**config.mk**
```make
export PLATFORM = sky130hd
export DESIGN_NAME = tlbt_rank_cell
export DESIGN_NICKNAME = d
export VERILOG_FILES = /design/src/sv/tlbt_pkg.sv /design/src/sv/tlbt_rank_cell.sv
export SDC_FILE = /design/constraint.sdc
export NUM_CORES = 1
export LEC_CHECK = 0
export BUFFER_PORTS_ARGS = -buffer_cell sky130_fd_sc_hd__buf_2
export CAP_MARGIN = 20
export CORE_MARGIN = 3
export CORE_UTILIZATION = 30
export DETAILED_ROUTE_END_ITERATION = 12
export PLACE_DENSITY = 0.63
export SLEW_MARGIN = 10
export SYNTH_ARGS = -nofsm -noshare
export SYNTH_HDL_FRONTEND = slang
export SYNTH_SLANG_ARGS = --single-unit
```
**constraint.sdc**
```tcl
create_clock -name clk -period 3.2 [get_ports clk]
set_clock_uncertainty 0.15 [all_clocks]
set_input_delay 0.64 -clock clk [delete_from_list [all_inputs] [get_ports clk]]
set_output_delay 0.64 -clock clk [all_outputs]
set_load 0.005 [all_outputs]
```
**src/sv/tlbt_pkg.sv**
```systemverilog
`timescale 1ns / 1ps
// Shared types and constants for the TLB / LRU page translator.
// Used by tlbt_rank_cell and tlb_lru_page_translator; depends on nothing.
package tlbt_pkg;

	// Defaults for the top-level parameters
	localparam int PAGE_COUNT_DEF  = 256;
	localparam int TLB_ENTRIES_DEF = 16;
	localparam int MAX_FRAMES_DEF  = 256;
	localparam int OFFSET_BITS_DEF = 8;

	// Fixed field widths of the stream words
	localparam int VA_W      = 16;
	localparam int OUT_FR_W  = 8;
	localparam int OUT_PG_W  = 8;
	localparam int NUMFR_W   = 9;
	localparam int MIN_FRAMES = 16;
	localparam int OUT_DATA_W = 40;

	// Command word widths cover the largest parameter values
	localparam int CMD_FRAME_W = 10;
	localparam int CMD_PAGE_W  = 12;
	localparam int CMD_USED_W  = 11;

	// Controller states
	typedef enum logic [1:0] {
		ST_IDLE,
		ST_LOOK,
		ST_RANK,
		ST_UPD
	} state_t;

	// Recency update broadcast to every rank cell
	typedef struct packed {
		logic                   push;   // hand out a new frame at index used
		logic                   touch;  // make frame the most recent
		logic                   own;    // load owner page into the frame's cell
		logic [CMD_FRAME_W-1:0] frame;
		logic [CMD_FRAME_W-1:0] rank;   // old rank of the touched frame
		logic [CMD_PAGE_W-1:0]  page;
		logic [CMD_USED_W-1:0]  used;   // frames in use before this update
	} rank_cmd_t;

endpackage

```
**src/sv/tlbt_rank_cell.sv**
```systemverilog
`timescale 1ns / 1ps
// One frame's recency cell: holds the frame's rank (0 = most recent) and owner page.
// Depends on tlbt_pkg for the broadcast command type.
module tlbt_rank_cell #(
	parameter int INDEX   = 0,
	parameter int FRAME_W = 8,
	parameter int PAGE_W  = 8
) (
	input  logic                 clk,
	input  logic                 arst_n,
	input  tlbt_pkg::rank_cmd_t  cmd,
	output logic [FRAME_W-1:0]   rank,
	output logic [PAGE_W-1:0]    owner
);

	logic [FRAME_W-1:0] rank_q;
	logic [PAGE_W-1:0]  owner_q;
	logic               in_use;
	logic               is_me;
	logic               is_next;

	assign in_use  = tlbt_pkg::CMD_USED_W'(INDEX) < cmd.used;
	assign is_me   = cmd.frame == tlbt_pkg::CMD_FRAME_W'(INDEX);
	assign is_next = cmd.used == tlbt_pkg::CMD_USED_W'(INDEX);

	// Age or refresh the rank
	always_ff @(posedge clk or negedge arst_n) begin
		if (!arst_n) begin
			rank_q <= '0;
		end else if (cmd.push) begin
			if (is_next)
				rank_q <= '0;
			else if (in_use)
				rank_q <= rank_q + 1'b1;
		end else if (cmd.touch) begin
			if (is_me)
				rank_q <= '0;
			else if (in_use && (tlbt_pkg::CMD_FRAME_W'(rank_q) < cmd.rank))
				rank_q <= rank_q + 1'b1;
		end
	end

	// Record the resident page
	always_ff @(posedge clk) begin
		if ((cmd.push && is_next) || (cmd.own && is_me))
			owner_q <= cmd.page[PAGE_W-1:0];
	end

	assign rank  = rank_q;
	assign owner = owner_q;

endmodule

```
# == After elaboration in Yosys (flattened, before gate mapping) ==
# Cells that the tools add are included.
# classes
addsub,1
magnitude_cmp,2
eq_ne,1
n_mux,6
n_reduce_logical,9
# ops
cell,count
8-bit two-way mux,6
11-bit logical NOT,1
"1-bit by 11-bit less-than comparator with 1-bit output, first input constant",1
10-bit logical NOT,1
8-bit by 10-bit less-than comparator with 1-bit output,1
"8-bit by 1-bit adder with 8-bit output, second input constant",1
1-bit logical AND,3
"3-bit by 1-bit inequality test with 1-bit output, second input constant",1
3-bit AND reduction,1
3-bit nonzero test,1
2-bit nonzero test,1
1-bit logical OR,1
# word_totals
register_bits,16
input_bits,48
out_inout_bits,16
elab_cells,21

# == Logic depth before layout (Yosys ltp) ==
# logic_depth
ltp_word,6
ltp_mapped,9
mapped_depth_nobuf,8

# == Worst setup path after synthesis ==
# OpenSTA, ideal clock, no wires.
# synth_timing
path_type,input to register
start,input cmd[30] (netlist bit)
end,register rank_q[0] (netlist: rank[0])
setup_ns,0.125
arrival_ns,2.187
required_time_ns,2.925
path_slack_ns,0.738
stages,8
path_buffers,1
cell_sequence,inv_1 > ha_1 > o21ai_2 > a211oi_4 > nand2_2 > a311o_1 > buf_6 > mux2_4
# synth_via
elab_chain_len,4
# synth_lines
element,line_no,text
start: declaration,tlbt_rank_cell.sv:11,"input tlbt_pkg::rank_cmd_t cmd,"
8-bit by 10-bit less-than comparator with 1-bit output,tlbt_rank_cell.sv:38,else if (in_use && (tlbt_pkg::CMD_FRAME_W'(rank_q) < cmd.rank))
1-bit logical AND,tlbt_rank_cell.sv:38,
3-bit nonzero test (no source line),-,
3-bit AND reduction (no source line),-,
end signal: assignment,tlbt_rank_cell.sv:34,rank_q <= rank_q + 1'b1;
end signal: assignment,tlbt_rank_cell.sv:39,rank_q <= rank_q + 1'b1;
end: declaration,tlbt_rank_cell.sv:16,logic [FRAME_W-1:0] rank_q;
# No other way between the ends.
# A chain may end at the register's enable or synchronous reset.

# == Final worst setup path ==
# layout_timing
start,register rank_q[7] (netlist: rank[7])
end,register rank_q[0] (netlist: rank[0])
# layout_via
elab_chain_len,4
# layout_lines
element,line_no
8-bit by 10-bit less-than comparator with 1-bit output,tlbt_rank_cell.sv:38
1-bit logical AND,tlbt_rank_cell.sv:38
3-bit nonzero test (no source line),-
3-bit AND reduction (no source line),-
# No other way between the ends.

==> qor.yml <==
yosys:
  ys_seq_elements: 16
  yosysWarnings: 0
  synth_area_sq_um: 1064
  syn-instance-count: 102
  yosysUniqueCellTypes: 35
  synth_top_area_share_pct: 22.59
  syn_avg_cell_area_sq_um: 10.43
  yosys.area.top_type: "edfxtp_1"
  synth_nets: 158
  yosysSeqAreaShare_pct: 41.41
  yosys-top-cells-area: "edfxtp_1 23%, dfrtp_1 19%, ha_1 9.4%"
floorplan:
  die_w_um: 65.54
  die_height_um: 65.54
  ioPinCount: 64
  die_area_sq_um: 4295
  start_util_pct: 33.20
  core.rowCount: 20
  coreArea_sq_um: 3203
layout:
  fin_area_sq_um: 1433
  syn_to_final_growth_pct: 34.71
  n_fill_cell: 344
  diodes: 0
  final_nets: 221
  layout-drive-gt1-share_pct: 44.51
sta:
  setup_ws_ns: 0.7224
  timing.fmax_mhz: 403.6
  drv_slew: 0
  slew_headroom_pct: 58.35
  rsz0062_at_grt: "false"
  tns_ns: 0
  worstMarginPinSlew_ns: 0.6074
  setup_violations: 0
  finalHoldViolCount: 0
  timing.hold.ws_ns: 0.03050
  fin_crit_ns: 2.478
  period_share_pct: 77.42
run:
  maxCapViolCount: 0
global_routing:
  grt_remaining_overflow: 0
  track_usage_pct: 13.23
  antenna_found_initial: 0
  grt_start_max_net_pins: 16
  grt_pass1_wl_mm: 4.533
  first_global_vias: 1041
status:
  status: "finished, final reports clean"
routing:
  drt_iter0_markers: 50
  routedWlPerCell_um: 13.37
  vias: 1066
  ant_nets: 0
  routed_wl_mm: 2.781
  remaining_drc_errors: 0
  dr.pass1.iters: 4
  vias_per_cell: 5.125
clock_tree:
  clock_sinks: 16
  cts_tree: "yes"
  cts_hold_buf: 0
  clock_latency_ns: 0.28
  htreeDepth: 1
  cts.path.max_buffers: 2
  cts-root-buf: "clkbuf_4"
  numCtsBuffers: 3
  cts_resized: 0
  path_clk_slew_ns: 0.09
  cts_setup_buffers: 0
place:
  dpl-instance-area_sq_um: 1406
  dp_hpwl_mm: 2.266
  dp_slack_ns: 0.4161
  portBuffers: 59
  gp_congestion: 0.7928
pwr:
  p_leak_nw: 0.6891
  power.total_mw: 0.8348
  powerDensity_nw_per_um2: 582.7
  ir_drop_uv: 321.0
worst_setup_path:
  cp-end-kind: "flip-flop"
  crit_required_ns: 3.22
  path_class: "reg -> reg"
  worst_setup_path_start_kind: "flip-flop"
  r2r_cells: 6
  crit_arrival_ns: 2.50
  r2r-start: "rank[7]"
  crit_path_start: "rank[7]"
  worst-path-max-fanout: 8
worst_hold_path:
  hold_class: "in -> async"
## worst paths after layout
kind                                  to  slack (ns)
worst max-delay path             rank[0]        0.72
worst min-delay path             rank[6]        0.03
worst max register to register   rank[0]        0.72
worst min register to register   rank[1]        0.44
max in group asynchronous        rank[7]        2.69
min in group clk                owner[6]        0.37
## synth_stat cells
cell type / number
nor4_1: 4
a21oi_2: 1
edfxtp_1: 8
nand2b_2: 1
o21a_1: 5
nand2_1: 1
nand3_1: 3
nand4_1: 6
a31oi_1: 1
dfrtp_1: 8
ha_1: 8
nand2_2: 1
nor3_1: 2
clkbuf_1: 1
a21boi_0: 1
a311oi_1: 5
mux2i_1: 2
a21oi_1: 10
o211ai_1: 1
o21ai_0: 1
a211oi_1: 1
a21o_2: 1
o21ai_2: 1
mux2_4: 1
and3_1: 5
inv_1: 12
a211o_1: 1
o211ai_4: 1
a211oi_4: 1
a311o_1: 1
nand3_2: 1
mux2_2: 1
nor2_1: 3
buf_6: 1
o22ai_1: 1
## per-layer routing
layer,vias up,GRT usage [%],wire [um]
met5,-,0,0
met4,0,1.295,0
met3,0,3.932,252
met2,45,24.91,1446
met1,499,15.08,1081
li1,522,-,-
## layout make-up
class                           instances  area [sq um]  area share, %
Multi-Input combinational cell         72         563.0          39.30
Sequential cell                        16         440.4          30.74
Timing Repair Buffer                   60         302.8          21.14
Tap cell                               44         55.05          3.843
Inverter                               12         45.04          3.144
Clock buffer                            3         22.52          1.572
Clock inverter                          1         3.754         0.2620
## power by group
group          internal [mW]  leakage (nW)  switching (mW)
Sequential             0.266         0.160          0.0732
Combinational          0.196         0.514           0.192
Clock                 0.0453        0.0154          0.0622
## cell families after synthesis
kind of cell | after synthesis | share of synthesized area (%)
compound gates | 33 | 24.24
fa+ha+maj | 8 | 9.412
buf+inv | 14 | 5.646
flops | 16 | 41.41
mux | 4 | 4.353
simple gates | 27 | 14.94
## worst max-delay path, stage by stage (launching register included)
cell and delay [ns]:
dfrtp_1 0.45, ha_1 0.33, a211oi_1 0.40, o211ai_4 0.20
nand2_2 0.09, a311o_1 0.41, mux2_4 0.33
## metrics by stage
step / util, % / instances
global route: 44.73 / 208
CTS: 44.73 / 208
finish: 44.73 / 208
global placement: 43.91 / 204
floorplan: - / 102
detailed placement: 43.91 / 204
## state kept, by name, summed over array words and instances (netlist names)
signal,count
owner,8
rank,8
## cells in the final DEF, fill, tap and decap left out, drive strengths merged, types with 3 or more instances in the layout
master / n
buf: 60
inv: 12
a21oi: 11
ha: 8
edfxtp: 8
dfrtp: 8
nand4: 6
and3: 5
o21a: 5
a311oi: 5
nor4: 4
nand3: 4
nor2: 3
clkbuf: 3
No activity file was read; power rests on OpenSTA's default activity.
